$ cat config.mk
export PLATFORM = sky130hd
export DESIGN_NAME = motor_start_safety_sequencer
export DESIGN_NICKNAME = d
export VERILOG_FILES = /design/src/hw/rtl/mss_pkg.sv /design/src/hw/rtl/mss_front.sv /design/src/hw/rtl/mss_queue.sv /design/src/hw/rtl/mss_back.sv /design/src/hw/rtl/motor_start_safety_sequencer.sv
export SDC_FILE = /design/constraint.sdc
export NUM_CORES = 1
export LEC_CHECK = 0
export BUFFER_PORTS_ARGS = -buffer_cell sky130_fd_sc_hd__clkbuf_2
export CORE_MARGIN = 3
export CORE_UTILIZATION = 35
export DETAILED_ROUTE_END_ITERATION = 8
export PLACE_DENSITY_LB_ADDON = 0.08
export SLEW_MARGIN = 25
export SYNTH_ARGS = -nofsm -noshare
export SYNTH_HDL_FRONTEND = slang
export SYNTH_SLANG_ARGS = --single-unit
$ cat constraint.sdc
create_clock -name clock -period 9.9 [get_ports clock]
set_input_delay 1.98 -clock clock [delete_from_list [all_inputs] [get_ports clock]]
set_output_delay 1.98 -clock clock [all_outputs]
set_load 0.1 [all_outputs]
$ cat src/hw/rtl/mss_pkg.sv
// Package for the motor start safety sequencer: codes, item types and helpers.
// Depends on nothing; used by every module in hw/rtl.
package mss_pkg;

   localparam logic [2:0] PH_IDLE   = 3'd0;
   localparam logic [2:0] PH_ARMED  = 3'd1;
   localparam logic [2:0] PH_ENWAIT = 3'd2;
   localparam logic [2:0] PH_RUN    = 3'd3;
   localparam logic [2:0] PH_HOLD   = 3'd4;
   localparam logic [2:0] PH_FZERO  = 3'd5;
   localparam logic [2:0] PH_FDIS   = 3'd6;

   localparam logic [1:0] KIND_TICK  = 2'd0;
   localparam logic [1:0] KIND_CMD   = 2'd1;
   localparam logic [1:0] KIND_TXF   = 2'd2;
   localparam logic [1:0] KIND_SPARE = 2'd3;

   localparam logic [2:0] ACT_NONE    = 3'd0;
   localparam logic [2:0] ACT_ENABLE  = 3'd1;
   localparam logic [2:0] ACT_POS_VEL = 3'd2;
   localparam logic [2:0] ACT_ZERO    = 3'd3;
   localparam logic [2:0] ACT_DISABLE = 3'd4;

   localparam logic [3:0] EV_NONE     = 4'd0;
   localparam logic [3:0] EV_STATUS   = 4'd1;
   localparam logic [3:0] EV_REJECT   = 4'd2;
   localparam logic [3:0] EV_ARMED    = 4'd3;
   localparam logic [3:0] EV_ARM_TO   = 4'd4;
   localparam logic [3:0] EV_START    = 4'd5;
   localparam logic [3:0] EV_ESTOP    = 4'd6;
   localparam logic [3:0] EV_TRIP     = 4'd7;
   localparam logic [3:0] EV_RUNNING  = 4'd8;
   localparam logic [3:0] EV_HOLD     = 4'd9;
   localparam logic [3:0] EV_COMPLETE = 4'd10;
   localparam logic [3:0] EV_TXF      = 4'd11;

   localparam logic [4:0] RS_NONE       = 5'd0;
   localparam logic [4:0] RS_IGNORED    = 5'd1;
   localparam logic [4:0] RS_UNKNOWN    = 5'd2;
   localparam logic [4:0] RS_MOTION     = 5'd3;
   localparam logic [4:0] RS_ARM_TO     = 5'd4;
   localparam logic [4:0] RS_ARM_FIRST  = 5'd5;
   localparam logic [4:0] RS_PARAMS     = 5'd6;
   localparam logic [4:0] RS_MODE       = 5'd7;
   localparam logic [4:0] RS_STALE      = 5'd8;
   localparam logic [4:0] RS_NOT_DIS    = 5'd9;
   localparam logic [4:0] RS_SPEED_NZ   = 5'd10;
   localparam logic [4:0] RS_TEMP       = 5'd11;
   localparam logic [4:0] RS_BUS        = 5'd12;
   localparam logic [4:0] RS_ESTOP      = 5'd13;
   localparam logic [4:0] RS_SPEED_LIM  = 5'd14;
   localparam logic [4:0] RS_NOT_EN     = 5'd15;
   localparam logic [4:0] RS_FAULT_STOP = 5'd16;
   localparam logic [4:0] RS_INVALID    = 5'd17;
   localparam logic [4:0] RS_TXF        = 5'd18;

   localparam logic [2:0] REG_ARM_WINDOW = 3'd0;
   localparam logic [2:0] REG_EN_WAIT    = 3'd1;
   localparam logic [2:0] REG_RUN_TIME   = 3'd2;
   localparam logic [2:0] REG_ZERO_HOLD  = 3'd3;
   localparam logic [2:0] REG_REFRESH    = 3'd4;
   localparam logic [2:0] REG_START_LIM  = 3'd5;
   localparam logic [2:0] REG_RUN_LIM    = 3'd6;
   localparam logic [2:0] REG_TEMP_LIM   = 3'd7;

   // Decoded command classes produced by the front end.
   localparam logic [2:0] CMD_BLANK   = 3'd0;
   localparam logic [2:0] CMD_STATUS  = 3'd1;
   localparam logic [2:0] CMD_ARM     = 3'd2;
   localparam logic [2:0] CMD_GO      = 3'd3;
   localparam logic [2:0] CMD_STOP    = 3'd4;
   localparam logic [2:0] CMD_UNKNOWN = 3'd5;

   // Command characters; lower case letters are folded by clearing the case bit.
   localparam logic [7:0] CHR_CR      = 8'h0d;
   localparam logic [7:0] CHR_LF      = 8'h0a;
   localparam logic [7:0] CHR_S       = 8'h53;
   localparam logic [7:0] CHR_A       = 8'h41;
   localparam logic [7:0] CHR_G       = 8'h47;
   localparam logic [7:0] CHR_X       = 8'h58;
   localparam logic [7:0] CHR_LOWER_A = 8'h61;
   localparam logic [7:0] CHR_LOWER_Z = 8'h7a;
   localparam logic [7:0] CHR_CASE    = 8'h20;

   localparam logic [7:0] PARAMS_COMPLETE = 8'h1f;
   localparam logic [7:0] MODE_VELOCITY   = 8'd3;
   localparam logic [7:0] MOTOR_DISABLED  = 8'd0;
   localparam logic [7:0] MOTOR_ENABLED   = 8'd1;

   localparam logic [15:0] START_MAX_AGE = 16'd500;
   localparam logic [15:0] RUN_MAX_AGE   = 16'd100;

   typedef struct packed {
      logic [31:0] arm_window;
      logic [31:0] en_wait;
      logic [31:0] run_time;
      logic [31:0] zero_hold;
      logic [15:0] refresh;
      logic [14:0] start_lim;
      logic [14:0] run_lim;
      logic [7:0]  temp_lim;
   } cfg_type;

   // Classified item: time plus safety check results already evaluated.
   typedef struct packed {
      logic [1:0]  kind;
      logic [2:0]  cmd;
      logic [31:0] now;
      logic [4:0]  start_rs;
      logic [4:0]  wait_rs;
      logic        stale;
      logic        bus_bad;
      logic        motor_en;
      logic        motor_dis;
   } item_type;

   typedef struct packed {
      logic [2:0] action;
      logic [3:0] event_res;
      logic [4:0] reason;
      logic [2:0] phase_out;
   } rsp_type;

endpackage

$ cat src/hw/rtl/mss_front.sv
// Front end: takes request items, decodes the command and runs the safety checks.
// Depends on mss_pkg.
module mss_front (
   input  logic                 clock,
   input  logic                 reset,
   input  mss_pkg::cfg_type     cfg,
   input  logic                 in_valid,
   output logic                 in_ready,
   input  logic [1:0]           kind,
   input  logic [7:0]           command_byte,
   input  logic [31:0]          now_ms,
   input  logic [7:0]           param_mask,
   input  logic [7:0]           ctrl_mode,
   input  logic                 fb_ok,
   input  logic [15:0]          fb_age,
   input  logic [7:0]           motor_report,
   input  logic signed [15:0]   velocity,
   input  logic [7:0]           driver_temp,
   input  logic [7:0]           rotor_temp,
   input  logic [2:0]           bus_flags,
   output logic                 out_valid,
   input  logic                 out_ready,
   output mss_pkg::item_type    out_item
);

   logic              valid_ff, valid_in;
   mss_pkg::item_type item_ff, item_in;
   logic [7:0]        cf;
   logic [16:0]       vel_abs;
   logic              hot, stale_s, stale_r;

   assign in_ready  = !valid_ff || out_ready;
   assign out_valid = valid_ff;
   assign out_item  = item_ff;

   always_comb begin
      cf = command_byte;
      if (command_byte >= mss_pkg::CHR_LOWER_A && command_byte <= mss_pkg::CHR_LOWER_Z) begin
         cf = command_byte - mss_pkg::CHR_CASE;
      end
      vel_abs = velocity[15] ? (17'd0 - {velocity[15], velocity}) : {1'b0, velocity};
      hot = (driver_temp >= cfg.temp_lim) || (rotor_temp >= cfg.temp_lim);
      stale_s = !fb_ok || (fb_age > mss_pkg::START_MAX_AGE);
      stale_r = !fb_ok || (fb_age > mss_pkg::RUN_MAX_AGE);

      item_in.kind = kind;
      item_in.now  = now_ms;
      unique case (cf)
         mss_pkg::CHR_CR, mss_pkg::CHR_LF: item_in.cmd = mss_pkg::CMD_BLANK;
         mss_pkg::CHR_S: item_in.cmd = mss_pkg::CMD_STATUS;
         mss_pkg::CHR_A: item_in.cmd = mss_pkg::CMD_ARM;
         mss_pkg::CHR_G: item_in.cmd = mss_pkg::CMD_GO;
         mss_pkg::CHR_X: item_in.cmd = mss_pkg::CMD_STOP;
         default:        item_in.cmd = mss_pkg::CMD_UNKNOWN;
      endcase

      priority if (param_mask != mss_pkg::PARAMS_COMPLETE) item_in.start_rs = mss_pkg::RS_PARAMS;
      else if (ctrl_mode != mss_pkg::MODE_VELOCITY) item_in.start_rs = mss_pkg::RS_MODE;
      else if (stale_s)                 item_in.start_rs = mss_pkg::RS_STALE;
      else if (motor_report != mss_pkg::MOTOR_DISABLED) item_in.start_rs = mss_pkg::RS_NOT_DIS;
      else if (vel_abs >= {2'b0, cfg.start_lim}) item_in.start_rs = mss_pkg::RS_SPEED_NZ;
      else if (hot)                     item_in.start_rs = mss_pkg::RS_TEMP;
      else if (bus_flags != 3'd0)       item_in.start_rs = mss_pkg::RS_BUS;
      else                              item_in.start_rs = mss_pkg::RS_NONE;

      priority if (stale_r)             item_in.wait_rs = mss_pkg::RS_STALE;
      else if (vel_abs > {2'b0, cfg.run_lim}) item_in.wait_rs = mss_pkg::RS_SPEED_LIM;
      else if (hot)                     item_in.wait_rs = mss_pkg::RS_TEMP;
      else if (bus_flags[2:1] != 2'd0)  item_in.wait_rs = mss_pkg::RS_BUS;
      else                              item_in.wait_rs = mss_pkg::RS_NONE;

      item_in.stale     = stale_r;
      item_in.bus_bad   = bus_flags[2:1] != 2'd0;
      item_in.motor_en  = motor_report == mss_pkg::MOTOR_ENABLED;
      item_in.motor_dis = motor_report == mss_pkg::MOTOR_DISABLED;

      valid_in = valid_ff;
      if (in_ready) begin
         valid_in = in_valid;
      end
   end

   always_ff @(posedge clock) begin
      if (reset) begin
         valid_ff <= 1'b0;
      end else begin
         valid_ff <= valid_in;
      end
      if (in_ready && in_valid) begin
         item_ff <= item_in;
      end
   end

endmodule

$ cat src/hw/rtl/mss_queue.sv
// Two-entry queue between the front end and the sequencer back end.
// Depends on mss_pkg.
module mss_queue (
   input  logic              clock,
   input  logic              reset,
   input  logic              in_valid,
   output logic              in_ready,
   input  mss_pkg::item_type in_item,
   output logic              out_valid,
   input  logic              out_ready,
   output mss_pkg::item_type out_item
);

   mss_pkg::item_type mem_ff [2];
   logic wp_ff, wp_in, rp_ff, rp_in;
   logic [1:0] cnt_ff, cnt_in;
   logic push, pop;

   assign in_ready  = cnt_ff != 2'd2;
   assign out_valid = cnt_ff != 2'd0;
   assign out_item  = mem_ff[rp_ff];
   assign push = in_valid && in_ready;
   assign pop  = out_valid && out_ready;

   always_comb begin
      wp_in  = wp_ff ^ push;
      rp_in  = rp_ff ^ pop;
      cnt_in = cnt_ff + {1'b0, push} - {1'b0, pop};
   end

   always_ff @(posedge clock) begin
      if (reset) begin
         wp_ff  <= 1'b0;
         rp_ff  <= 1'b0;
         cnt_ff <= 2'd0;
      end else begin
         wp_ff  <= wp_in;
         rp_ff  <= rp_in;
         cnt_ff <= cnt_in;
      end
      if (push) begin
         mem_ff[wp_ff] <= in_item;
      end
   end

endmodule

$ cat src/hw/rtl/mss_back.sv
// Back end: the phase sequencer with its timestamps and the response register.
// Depends on mss_pkg.
module mss_back (
   input  logic              clock,
   input  logic              reset,
   input  mss_pkg::cfg_type  cfg,
   input  logic              in_valid,
   output logic              in_ready,
   input  mss_pkg::item_type it,
   output logic              out_valid,
   input  logic              out_ready,
   output mss_pkg::rsp_type  out_rsp
);

   logic [2:0]  phase_ff, phase_in;
   logic        armed_ff, armed_in;
   logic [31:0] arm_t_ff, arm_t_in, ps_t_ff, ps_t_in, la_t_ff, la_t_in;
   logic        valid_ff, valid_in;
   mss_pkg::rsp_type rsp_ff, rsp_in;
   logic        take;
   logic [31:0] d_arm, d_ps, d_la;

   assign in_ready  = !valid_ff || out_ready;
   assign out_valid = valid_ff;
   assign out_rsp   = rsp_ff;
   assign take      = in_valid && in_ready;

   always_comb begin
      logic [2:0] a;
      logic [3:0] e;
      logic [4:0] r;
      logic       fs;
      logic [31:0] fs_t;
      logic [3:0] fs_e;
      logic [4:0] fs_r;
      d_arm = it.now - arm_t_ff;
      d_ps  = it.now - ps_t_ff;
      d_la  = it.now - la_t_ff;
      phase_in = phase_ff;
      armed_in = armed_ff;
      arm_t_in = arm_t_ff;
      ps_t_in  = ps_t_ff;
      la_t_in  = la_t_ff;
      a = mss_pkg::ACT_NONE;
      e = mss_pkg::EV_NONE;
      r = mss_pkg::RS_NONE;
      fs = 1'b0;
      fs_t = it.now;
      fs_e = mss_pkg::EV_TRIP;
      fs_r = mss_pkg::RS_NONE;
      unique case (it.kind)
         mss_pkg::KIND_TICK: begin
            unique case (phase_ff)
               mss_pkg::PH_IDLE: begin
               end
               mss_pkg::PH_ARMED: begin
                  if (d_arm >= cfg.arm_window) begin
                     armed_in = 1'b0;
                     phase_in = mss_pkg::PH_IDLE;
                     e = mss_pkg::EV_ARM_TO;
                     r = mss_pkg::RS_ARM_TO;
                  end
               end
               mss_pkg::PH_ENWAIT: begin
                  priority if (it.stale && it.bus_bad) begin
                     fs = 1'b1; fs_r = mss_pkg::RS_BUS;
                  end else if (!it.stale && it.wait_rs != mss_pkg::RS_NONE) begin
                     fs = 1'b1; fs_r = it.wait_rs;
                  end else if (!it.stale && it.motor_en && d_ps <= cfg.en_wait) begin
                     phase_in = mss_pkg::PH_RUN;
                     ps_t_in = it.now;
                     la_t_in = it.now;
                     a = mss_pkg::ACT_POS_VEL;
                     e = mss_pkg::EV_RUNNING;
                  end else if (!it.stale && !it.motor_dis) begin
                     fs = 1'b1; fs_r = mss_pkg::RS_NOT_EN;
                  end else if (d_ps >= cfg.en_wait) begin
                     fs = 1'b1;
                     fs_r = it.stale ? mss_pkg::RS_STALE : mss_pkg::RS_NOT_EN;
                  end else begin
                  end
               end
               mss_pkg::PH_RUN, mss_pkg::PH_HOLD: begin
                  priority if (it.wait_rs != mss_pkg::RS_NONE) begin
                     fs = 1'b1; fs_r = it.wait_rs;
                  end else if (!it.motor_en) begin
                     fs = 1'b1; fs_r = mss_pkg::RS_NOT_EN;
                  end else if (phase_ff == mss_pkg::PH_RUN && d_ps >= cfg.run_time) begin
                     phase_in = mss_pkg::PH_HOLD;
                     ps_t_in = it.now;
                     la_t_in = it.now;
                     a = mss_pkg::ACT_ZERO;
                     e = mss_pkg::EV_HOLD;
                  end else if (phase_ff == mss_pkg::PH_HOLD && d_ps >= cfg.zero_hold) begin
                     phase_in = mss_pkg::PH_IDLE;
                     la_t_in = it.now;
                     a = mss_pkg::ACT_DISABLE;
                     e = mss_pkg::EV_COMPLETE;
                  end else if (d_la >= {16'd0, cfg.refresh}) begin
                     la_t_in = it.now;
                     a = (phase_ff == mss_pkg::PH_RUN) ? mss_pkg::ACT_POS_VEL
                                                       : mss_pkg::ACT_ZERO;
                  end else begin
                  end
               end
               mss_pkg::PH_FZERO: begin
                  phase_in = mss_pkg::PH_FDIS;
                  la_t_in = it.now;
                  a = mss_pkg::ACT_ZERO;
                  e = mss_pkg::EV_TRIP;
                  r = mss_pkg::RS_FAULT_STOP;
               end
               mss_pkg::PH_FDIS: begin
                  if (d_la != 32'd0) begin
                     phase_in = mss_pkg::PH_IDLE;
                     a = mss_pkg::ACT_DISABLE;
                  end
               end
               default: begin
                  phase_in = mss_pkg::PH_IDLE;
                  armed_in = 1'b0;
                  arm_t_in = 32'd0;
                  ps_t_in = 32'd0;
                  la_t_in = 32'd0;
                  r = mss_pkg::RS_INVALID;
               end
            endcase
         end
         mss_pkg::KIND_CMD: begin
            unique case (it.cmd)
               mss_pkg::CMD_BLANK: r = mss_pkg::RS_IGNORED;
               mss_pkg::CMD_STATUS: e = mss_pkg::EV_STATUS;
               mss_pkg::CMD_ARM: begin
                  if (phase_ff != mss_pkg::PH_IDLE && phase_ff != mss_pkg::PH_ARMED) begin
                     e = mss_pkg::EV_REJECT;
                     r = mss_pkg::RS_MOTION;
                  end else begin
                     phase_in = mss_pkg::PH_ARMED;
                     armed_in = 1'b1;
                     arm_t_in = it.now;
                     e = mss_pkg::EV_ARMED;
                  end
               end
               mss_pkg::CMD_GO: begin
                  priority if (armed_ff && d_arm >= cfg.arm_window) begin
                     armed_in = 1'b0;
                     phase_in = mss_pkg::PH_IDLE;
                     e = mss_pkg::EV_ARM_TO;
                     r = mss_pkg::RS_ARM_TO;
                  end else if (!armed_ff || phase_ff != mss_pkg::PH_ARMED) begin
                     e = mss_pkg::EV_REJECT;
                     r = mss_pkg::RS_ARM_FIRST;
                  end else if (it.start_rs != mss_pkg::RS_NONE) begin
                     e = mss_pkg::EV_REJECT;
                     r = it.start_rs;
                  end else begin
                     armed_in = 1'b0;
                     phase_in = mss_pkg::PH_ENWAIT;
                     ps_t_in = it.now;
                     la_t_in = it.now;
                     a = mss_pkg::ACT_ENABLE;
                     e = mss_pkg::EV_START;
                  end
               end
               mss_pkg::CMD_STOP: begin
                  fs = 1'b1; fs_e = mss_pkg::EV_ESTOP; fs_r = mss_pkg::RS_ESTOP;
               end
               default: r = mss_pkg::RS_UNKNOWN;
            endcase
         end
         mss_pkg::KIND_TXF: begin
            if (phase_ff == mss_pkg::PH_FDIS) begin
               phase_in = mss_pkg::PH_IDLE;
               armed_in = 1'b0;
               a = mss_pkg::ACT_DISABLE;
               e = mss_pkg::EV_TXF;
               r = mss_pkg::RS_TXF;
            end else begin
               fs = 1'b1; fs_t = la_t_ff; fs_e = mss_pkg::EV_TXF; fs_r = mss_pkg::RS_TXF;
            end
         end
         default: r = mss_pkg::RS_IGNORED;
      endcase
      if (fs) begin
         armed_in = 1'b0;
         ps_t_in = fs_t;
         la_t_in = fs_t;
         phase_in = mss_pkg::PH_FDIS;
         a = mss_pkg::ACT_ZERO;
         e = fs_e;
         r = fs_r;
      end
      rsp_in.action = a;
      rsp_in.event_res = e;
      rsp_in.reason = r;
      rsp_in.phase_out = phase_in;
      valid_in = valid_ff;
      if (in_ready) begin
         valid_in = in_valid;
      end
   end

   always_ff @(posedge clock) begin
      if (reset) begin
         phase_ff <= mss_pkg::PH_IDLE;
         armed_ff <= 1'b0;
         arm_t_ff <= 32'd0;
         ps_t_ff  <= 32'd0;
         la_t_ff  <= 32'd0;
         valid_ff <= 1'b0;
      end else begin
         valid_ff <= valid_in;
         if (take) begin
            phase_ff <= phase_in;
            armed_ff <= armed_in;
            arm_t_ff <= arm_t_in;
            ps_t_ff  <= ps_t_in;
            la_t_ff  <= la_t_in;
         end
      end
      if (take) begin
         rsp_ff <= rsp_in;
      end
   end

endmodule

$ cat src/hw/rtl/motor_start_safety_sequencer.sv
// Motor start safety sequencer top level: front end, queue, back end, registers.
// A request passes through the front register, a queue entry and the response register,
// in that order, before its response is presented.
// Throughput: one request per cycle when the response side does not stall.
// Reset is synchronous and active high; it clears the phase, arm flag, timestamps,
// queue and valid flags and loads the register defaults. Depends on all hw/rtl modules.
module motor_start_safety_sequencer (
   input  logic        clock,
   input  logic        reset,
   input  logic        req_tvalid,
   output logic        req_tready,
   // kind[1:0]
   input  logic [1:0]  req_tuser,
   // command_byte[7:0], now_ms[39:8], param_mask[47:40], ctrl_mode[55:48],
   // fb_ok[56], fb_age[72:57], motor_report[80:73],
   // velocity[96:81], driver_temp[104:97], rotor_temp[112:105], bus_flags[115:113]
   input  logic [119:0] req_tdata,
   output logic        rsp_tvalid,
   input  logic        rsp_tready,
   // action[2:0], event_res[6:3], reason[11:7], phase_out[14:12]
   output logic [15:0] rsp_tdata,
   input  logic        csr_we,
   input  logic [2:0]  csr_index,
   input  logic [31:0] csr_wdata
);

   mss_pkg::cfg_type  cfg_ff, cfg_in;
   mss_pkg::item_type f_item, q_item;
   mss_pkg::rsp_type  rsp;
   logic f_valid, f_ready, q_valid, q_ready;

   // Configuration registers, written directly by the register port.
   always_comb begin
      cfg_in = cfg_ff;
      if (csr_we) begin
         unique case (csr_index)
            mss_pkg::REG_ARM_WINDOW: cfg_in.arm_window = csr_wdata;
            mss_pkg::REG_EN_WAIT:    cfg_in.en_wait = csr_wdata;
            mss_pkg::REG_RUN_TIME:   cfg_in.run_time = csr_wdata;
            mss_pkg::REG_ZERO_HOLD:  cfg_in.zero_hold = csr_wdata;
            mss_pkg::REG_REFRESH:    cfg_in.refresh = csr_wdata[15:0];
            mss_pkg::REG_START_LIM:  cfg_in.start_lim = csr_wdata[14:0];
            mss_pkg::REG_RUN_LIM:    cfg_in.run_lim = csr_wdata[14:0];
            default:                 cfg_in.temp_lim = csr_wdata[7:0];
         endcase
      end
   end

   always_ff @(posedge clock) begin
      if (reset) begin
         cfg_ff.arm_window <= 32'd10000;
         cfg_ff.en_wait    <= 32'd100;
         cfg_ff.run_time   <= 32'd1000;
         cfg_ff.zero_hold  <= 32'd200;
         cfg_ff.refresh    <= 16'd10;
         cfg_ff.start_lim  <= 15'd100;
         cfg_ff.run_lim    <= 15'd800;
         cfg_ff.temp_lim   <= 8'd60;
      end else begin
         cfg_ff <= cfg_in;
      end
   end

   // The front end decodes each request and evaluates its checks in parallel.
   mss_front u_front (
      .clock(clock), .reset(reset), .cfg(cfg_ff),
      .in_valid(req_tvalid), .in_ready(req_tready),
      .kind(req_tuser), .command_byte(req_tdata[7:0]), .now_ms(req_tdata[39:8]),
      .param_mask(req_tdata[47:40]), .ctrl_mode(req_tdata[55:48]),
      .fb_ok(req_tdata[56]), .fb_age(req_tdata[72:57]),
      .motor_report(req_tdata[80:73]), .velocity(req_tdata[96:81]),
      .driver_temp(req_tdata[104:97]), .rotor_temp(req_tdata[112:105]),
      .bus_flags(req_tdata[115:113]),
      .out_valid(f_valid), .out_ready(f_ready), .out_item(f_item)
   );

   // The queue lets the front end keep taking requests while the response side stalls.
   mss_queue u_queue (
      .clock(clock), .reset(reset),
      .in_valid(f_valid), .in_ready(f_ready), .in_item(f_item),
      .out_valid(q_valid), .out_ready(q_ready), .out_item(q_item)
   );

   // The back end owns all sequencing state and registers each response.
   mss_back u_back (
      .clock(clock), .reset(reset), .cfg(cfg_ff),
      .in_valid(q_valid), .in_ready(q_ready), .it(q_item),
      .out_valid(rsp_tvalid), .out_ready(rsp_tready), .out_rsp(rsp)
   );

   assign rsp_tdata = {1'b0, rsp.phase_out, rsp.reason, rsp.event_res, rsp.action};

`ifndef SYNTHESIS
   // A response never reports the unused phase code.
   a_phase_range: assert property (@(posedge clock) disable iff (reset)
      rsp_tvalid |-> rsp.phase_out != 3'd7) else $error("bad phase_out");
   // A stalled response holds its contents.
   a_rsp_hold: assert property (@(posedge clock) disable iff (reset)
      rsp_tvalid && !rsp_tready |=> $stable(rsp_tdata)) else $error("rsp changed");
   // An enable action only comes with the start requested event.
   a_enable_event: assert property (@(posedge clock) disable iff (reset)
      rsp_tvalid && rsp.action == mss_pkg::ACT_ENABLE |-> rsp.event_res == mss_pkg::EV_START)
      else $error("enable without start");
`endif

endmodule
==> results of run 1 <==
-- worst max-delay path: cells and delay by family, from the launching register on --
kind | cells | cell delay (ps)
xor+xnor | 1 | 480
flops | 1 | 780
fa+ha+maj | 2 | 650
buf+inv | 3 | 840
compound gates | 11 | 3060
mux | 1 | 570
simple gates | 10 | 2290
-- path summary, 6_finish.rpt --
kind                                            from  slack [ps]  depth (start not counted)                    end
worst min-delay path            u_front.out_item[33]         440                          0  u_queue.mem_ff[1][31]
worst max-delay path                   u_queue.rp_ff        1010                         28     u_back.la_t_ff[30]
worst min register to register  u_front.out_item[33]         440                          0  u_queue.mem_ff[1][31]
worst max register to register         u_queue.rp_ff        1010                         28     u_back.la_t_ff[30]
-- through the flow --
step                cell area (µm²)  hold WS (ps)
floorplan                     27600           421
global placement              29500           424
detailed placement            29500           431
CTS                           31400           443
global route                  31400           453
finish                        31400           441
-- flip-flops by register name (all words and copies together) (netlist names), 2 cells and up --
name / cells
u_queue.mem_ff: 98
u_back.la_t_ff: 32
u_front.out_item: 49
u_back.ps_t_ff: 32
u_queue.cnt_ff: 2
u_back.arm_t_ff: 32
cfg_ff: 182
u_back.phase_ff: 3
u_back.out_rsp: 15
-- routing by layer --
layer / up-vias / GRT usage (%) / wire [µm]
met1: 11000 / 25.5 / 36600
met4: 0 / 6.23 / 2550
met5: - / 0 / 0
met2: 551 / 33.7 / 39500
met3: 108 / 2.57 / 3500
li1: 11700 / - / -
-- cell families after synthesis --
group / after synthesis
flops: 450
other cells: 1
simple gates: 977
mux: 58
compound gates: 859
fa+ha+maj: 298
buf+inv: 490
xor+xnor: 94
-- area by class of cell --
cell class,count,share of cell area [%]
multi-input combinational,2287,48.2
sequential,450,33.9
clock buffer,82,5.13
inverter,351,4.20
tap,1040,4.14
timing repair buffer,205,3.65
clock inverter,20,0.805
-- power breakdown --
part           total, W  switching (W)  internal [W]
registers       0.00221      0.0000879       0.00213
logic           0.00553        0.00351       0.00202
clock network   0.00208       0.000808       0.00127
-- placed cells by master (no fill, tap or decap), types with 14 or more instances in the layout --
cell type and n:
nor4_1 25, buf_4 29, o32ai_1 33, nand3_1 74, nor3_1 40, clkbuf_16 57, nand2_1 504, dfxtp_1 287
clkbuf_2 173, a31oi_1 17, a21oi_1 340, o21ai_0 106, o22ai_1 42, ha_1 293, inv_1 351, nand4_1 37
or3_1 15, clkbuf_1 14, xnor2_1 66, nor2_1 142, mux2i_1 48, edfxtp_1 162, xor2_1 28, nand2b_1 35
o211ai_1 48, nor2b_1 34, a211oi_1 50, a21o_1 65, o21a_1 26
==> flow_metrics.tcl, run 1 <==
set metrics [dict create \
    yosys.cell_count.top_type "nand2_1" \
    wl_per_cell_um 18.5 \
    synth_compound_area_share_pct 19.8 \
    synth_common_cells "nand2_1 (507), inv_1 (351), a21oi_1 (340)" \
    cts_tree "done" \
    setup_viol 0 \
    holdBufCountCts 0 \
    synthFlopType "dfxtp_1" \
    crit_arrival_ps 9330 \
    cts.htree.levels 2 \
    dp_slack_ps 1100 \
    synth_top_family_by_area "compound AO/OA/AOI/OAI gates" \
    async_reset_ff_share_pct 0 \
    final_core_util_pct 40.4 \
    globalplace.congestion 0.863 \
    synth_largest_area_cell "dfxtp_1" \
    skew_ps 19.7 \
    synthMuxAreaShare_pct 2.19 \
    finalPower_w 0.00983 \
    die_x_um 287 \
    crit_required_ps 10350 \
    finalMaxSlewViolations 0 \
    dieHeight_um 287 \
    critPathKind "flop to flop" \
    synth_edf_count 162 \
    grt_usage_pct 19.6 \
    synth.distinct_cells 87 \
    grt_pass1_vias 22500 \
    period_minus_slack_ps 8890 \
    multi_input_area_um2 15100 \
    final_net_count 3810 \
    coreArea_um2 77700 \
    yosys-top-cells-area "dfxtp_1 (21%), edfxtp_1 (18%), ha_1 (13%)" \
    synth-simple-area-share_pct 16.0 \
    synth_nets 3687 \
    synth_xor_area_share_pct 2.99 \
    seq_area_um2 10600 \
    syn-cell-area_um2 27600 \
    ant_nets 0 \
    diodes 0 \
    postCtsSetupBuffers 0 \
    syn_inst 3227 \
    drtPass1Iterations 5 \
    powerDensity_nw_per_um2 313 \
    grt_overflow_total 0 \
    fmaxAchievable_ghz 0.113 \
    synth_fa_ha_area_share_pct 13.6 \
    cts_resized 0 \
    irDropWorstVdd_uv 190 \
    hpwl_mm 61.9 \
    start_kind "flop" \
    drv_cap 0 \
    worstMarginPinSlew_ps 893 \
    start_util_pct 35.5 \
    grt_pass1_wl_mm 127 \
    fin_tns_setup_ps 0 \
    pin_count 180 \
    clockBufferDepth 3 \
    dp.cells 4332 \
    finish.cell_count_without_fillers 4435 \
    drt_iter0_drc 1627 \
    yosysWarnings 0 \
    slowest_stage "dfxtp_2" \
    cp_max_fo 31 \
    status "completed" \
    power.leakage_nw 11.8 \
    relSlewSlack_pct 40.4 \
    root_buffer "clkbuf_16" \
    critical_path.endpoint_type "flop" \
    hold_viol 0 \
    clkTransAtPathRegs_ps 60 \
    rows 102 \
    cts_made_buffers 55 \
    viasPerCell 5.25 \
    final.period_utilization_pct 89.8 \
    io_buffers 174 \
    die-area_um2 82100 \
    avgSynthCellArea_um2 8.54 \
    hold_class "flop to flop" \
    cts_sinks 450 \
    grt_max_degree 95 \
    antenna_found_initial 0 \
    drive_above_1_share_pct 10.0 \
    synth_top_area_share_pct 20.9 \
    wirelength_mm 82.2 \
    areaGrowthSynthToFinish_pct 14.0 \
    cpPeakStageDelay_ps 780 \
    clk_latency_ps 610 \
    via_count 23300 \
    yosysSeqAreaShare_pct 38.6 \
    rsz0062_at_grt "no" \
    setup_ws_ps 1010 \
    fillers 7894 \
    synth_seq_cells 450 \
    post-route-drc-count 0 \
]
Note: power is estimated with default switching activity, not from simulation.
==> run 2, diff against run 1 <==
- ABC_CLOCK_PERIOD_IN_PS: unset -> 7400
- clock period: 9.9 -> 7.4 ns (I/O delays scaled with it)
==> flow_metrics.tcl, run 2 (same netlist as run 1, synthesis figures left out) <==
set metrics [dict create \
    status "completed" \
    final_net_count 3945 \
    final_cell_mix "nand2_1 (504), inv_1 (351), a21oi_1 (339)" \
    drv_cap 0 \
    final_core_util_pct 41.9 \
    drive_above_1_share_pct 14.0 \
    crit_required_ps 7860 \
    grt_overflow_total 0 \
    start_util_pct 35.5 \
    drtPass1Iterations 8 \
    wl_per_cell_um 18.3 \
    cts_made_buffers 55 \
    clk_latency_ps 620 \
    setup_viol 0 \
    wirelength_mm 83.4 \
    cpLargestDelayFamily "compound AO/OA/AOI/OAI gates" \
    crit_arrival_ps 7450 \
    grt_pass1_wl_mm 130 \
    clockBufferDepth 3 \
    viasPerCell 5.19 \
    final_common_cell "nand2_1" \
    setup_ws_ps 401 \
    irDropWorstVdd_uv 202 \
    hpwl_mm 63.3 \
    final.period_utilization_pct 94.6 \
    fin_area_um2 32600 \
    ant_nets 0 \
    hold_viol 0 \
    die-area_um2 82100 \
    cpPeakStageDelay_ps 450 \
    largest_register_ffs 182 \
    rsz0062_at_grt "no" \
    antenna_found_initial 0 \
    hold_class "flop to flop" \
    cts.htree.levels 2 \
    holdBufCountCts 0 \
    io_buffers 174 \
    coreArea_um2 77700 \
    dieHeight_um 287 \
    start_kind "flop" \
    largest_register "cfg_ff" \
    pin_count 180 \
    critPathKind "flop to flop" \
    relSlewSlack_pct 38.1 \
    powerDensity_nw_per_um2 426 \
    slowest_stage "or4_1" \
    critical_path.endpoint_type "flop" \
    dp_slack_ps -197 \
    fmaxAchievable_ghz 0.143 \
    finalMaxSlewViolations 0 \
    drt_iter0_drc 1441 \
    grt_pass1_vias 23400 \
    cpMostUsedCell "buf_4" \
    clkTransAtPathRegs_ps 60 \
    fin_tns_setup_ps 0 \
    cts_tree "done" \
    place_area_um2 30500 \
    via_count 23700 \
    grt_max_degree 152 \
    power.leakage_nw 12.5 \
    grt_usage_pct 19.9 \
    rows 102 \
    worstMarginPinSlew_ps 928 \
    globalplace.congestion 0.891 \
    cp_max_fo 31 \
    post-route-drc-count 0 \
    cts_sinks 450 \
    fillers 7790 \
    skew_ps 21.8 \
    diodes 0 \
    die_x_um 287 \
    path_buf_inv 9 \
    areaGrowthSynthToFinish_pct 18.1 \
    period_minus_slack_ps 7000 \
    root_buffer "clkbuf_16" \
]
-- run 2: cell count changes in the layout (fill, tap and decap cells not counted), moves of 4 or more --
cell      before  now
buf_4         29  159
clkbuf_8       9   16
inv_6          0    4
buf_12         1    7
o21ai_0      106  102
-- run 2: final timing paths --
path	from	end	slack, ps	depth (start not counted)
max	u_queue.rp_ff	u_back.la_t_ff[1]	400	33
min	u_front.out_item[48]	u_queue.mem_ff[0][46]	440	0
min reg2reg	u_front.out_item[48]	u_queue.mem_ff[0][46]	440	0
max reg2reg	u_queue.rp_ff	u_back.la_t_ff[1]	400	33
-- run 2: power by group --
part	internal, W	total [W]	switching [W]
Clock	0.00164	0.00274	0.00110
Sequential	0.00285	0.00293	0.0000845
Combinational	0.00332	0.00818	0.00486
-- run 2: stage by stage --
step / instances / hold WS, ps / power [W]
3_3_place_gp: 4463 / 424 / 0.0109
6_report: 4569 / 443 / 0.0139
4_1_cts: 4564 / 446 / 0.0139
2_1_floorplan: 3227 / 421 / 0.00825
5_1_grt: 4569 / 455 / 0.0150
3_5_place_dp: 4463 / 433 / 0.0111
-- run 2: what timing repair did --
item | 4_1_cts | 5_1_grt
endpoints found under the setup margin | 73 | 81
setup buffers | 0 | 5
endpoints found under the hold margin | 0 | 0
gates resized for setup | 4 | 20
pin swaps | 0 | 2
-- run 2: area by class of cell --
class,instances,area (µm²),share of cell area [%]
clock buffer,83,1650,5.08
inverter,351,1320,4.05
multi-input combinational,2287,15200,46.8
tap,1040,1300,4.00
clock inverter,18,196,0.603
timing repair buffer,340,2210,6.80
sequential,450,10600,32.7
-- run 2: per-layer routing --
layer	track usage, %	part of all wire, %	routed length (µm)
met2	35.7	50	41300
met4	4.98	2.3	1940
met1	25.6	45	37300
met5	0	0	0
met3	2.06	3.4	2860
==> run 3, diff against run 2 <==
- CORE_ASPECT_RATIO: unset -> 0.9
- CORE_UTILIZATION: 35 -> 56
==> flow_metrics.tcl, run 3 (same netlist as run 1, synthesis figures left out) <==
set metrics [dict create \
    grt_pass1_vias 22900 \
    cp_max_fo 36 \
    powerDensity_nw_per_um2 423 \
    hold_viol 0 \
    hold_ws_ps 440 \
    grt_overflow_total 0 \
    hold_class "flop to flop" \
    fillers 4009 \
    start_util_pct 57.2 \
    critical_path.endpoint_type "flop" \
    crit_required_ps 7850 \
    period_minus_slack_ps 7030 \
    path_buf_inv 5 \
    fin_tns_setup_ps 0 \
    relSlewSlack_pct 33.7 \
    post-route-drc-count 0 \
    setup_viol 0 \
    worstMarginPinSlew_ps 995 \
    cpPeakStageDelay_ps 510 \
    areaGrowthSynthToFinish_pct 13.3 \
    via_count 23700 \
    clk_latency_ps 600 \
    drt_iter0_drc 1730 \
    final_core_util_pct 64.8 \
    fmaxAchievable_ghz 0.142 \
    die-area_um2 51900 \
    io_buffers 174 \
    crit_arrival_ps 7480 \
    largest_register_ffs 182 \
    largest_register "cfg_ff" \
    viasPerCell 5.85 \
    dieHeight_um 216 \
    grt_pass1_wl_mm 120 \
    cts_made_buffers 50 \
    final_common_cell "nand2_1" \
    final.period_utilization_pct 95.0 \
    die_x_um 240 \
    finalPower_w 0.0132 \
    cpLargestDelayFamily "compound AO/OA/AOI/OAI gates" \
    cts.htree.levels 2 \
    status "completed" \
    power.leakage_nw 12.0 \
    globalplace.congestion 0.936 \
    finalMaxSlewViolations 0 \
    grt_usage_pct 28.8 \
    final_net_count 3853 \
    cts_tree "done" \
    wirelength_mm 76.0 \
    wl_per_cell_um 18.7 \
    clkTransAtPathRegs_ps 60 \
    rows 76 \
    seq_area_um2 10600 \
    final_cell_mix "nand2_1 (504), inv_1 (351), a21oi_1 (338)" \
    critPathKind "flop to flop" \
    coreArea_um2 48200 \
    clockBufferDepth 3 \
    pin_count 180 \
    hpwl_mm 57.4 \
    multi_input_area_um2 15300 \
    grt_max_degree 92 \
    skew_ps 20.5 \
    drtPass1Iterations 7 \
    irDropWorstVdd_uv 246 \
    cts_sinks 450 \
    drive_above_1_share_pct 11.8 \
    root_buffer "clkbuf_16" \
    antenna_found_initial 1 \
    ant_nets 0 \
    drv_cap 0 \
    slowest_stage "a2111oi_4" \
    start_kind "flop" \
]
## run 3: cell count changes in the layout (fill, tap and decap cells not counted), moves of 3 or more
cell       change
clkbuf_16      -5
buf_4         -85
mux2i_1        -6
bufinv_16      +3
clkbuf_8       -9
clkinv_1       +6
mux2i_2        +6
clkbuf_1       -8
nor3_2         +3
## run 3: timing repair
action                                  in CTS  in global routing
pin swaps                                    0                  3
endpoints found under the setup margin      27                 79
hold endpoints to repair                     0                  0
hold buffers                                 0                  0
setup buffers                                0                  6
gates resized for setup                      2                 27
## run 3: routing by layer
metal | up-vias | wire (µm) | share of wire [%] | global-route usage (%)
met5 | - | 0 | 0 | 0
met4 | 0 | 2160 | 2.8 | 8.43
met3 | 131 | 3920 | 5.2 | 3.21
met2 | 640 | 35900 | 47 | 48.5
met1 | 11200 | 33900 | 45 | 39.1
li1 | 11800 | - | - | -
## run 3: report_power, final
group	internal, W	switching (W)	total, W
Sequential	0.00285	0.0000987	0.00295
Clock	0.00153	0.00105	0.00258
Combinational	0.00297	0.00473	0.00770
## run 3: layout make-up
class / instances / area share, %
Clock inverter: 30 / 1.05
Sequential cell: 450 / 34.0
Antenna cell: 1 / 0.00801
Clock buffer: 61 / 4.40
Tap cell: 624 / 2.50
Inverter: 351 / 4.22
Multi-Input combinational cell: 2287 / 48.9
Timing Repair Buffer: 253 / 4.91
## run 3: final timing paths
check / start / to / slack, ps / cells past startpoint
setup reg to reg: u_queue.rp_ff / u_back.ps_t_ff[31] / 370 / 28
setup / recovery: u_queue.rp_ff / u_back.ps_t_ff[31] / 370 / 28
hold / removal: u_front.out_item[46] / u_queue.mem_ff[0][44] / 440 / 0
hold reg to reg: u_front.out_item[46] / u_queue.mem_ff[0][44] / 440 / 0
## run 3: per-stage QoR
step                      instance area (µm²)  cells  setup WS, ps
final                                   31200   4057           373
after global routing                    31200   4057         -70.5
after CTS                               31100   4050           104
after detailed placement                29300   3959          36.8
after global placement                  29300   3959           100
after floorplan                         27600   3227           461
## run 3: worst reg2reg max path: cells and delay by family (launching register included)
kind / cells / cell delay, ps
compound gates: 13 / 3160
xor+xnor: 1 / 190
fa+ha+maj: 2 / 690
simple gates: 5 / 530
mux: 2 / 680
buf+inv: 5 / 1200
flops: 1 / 470
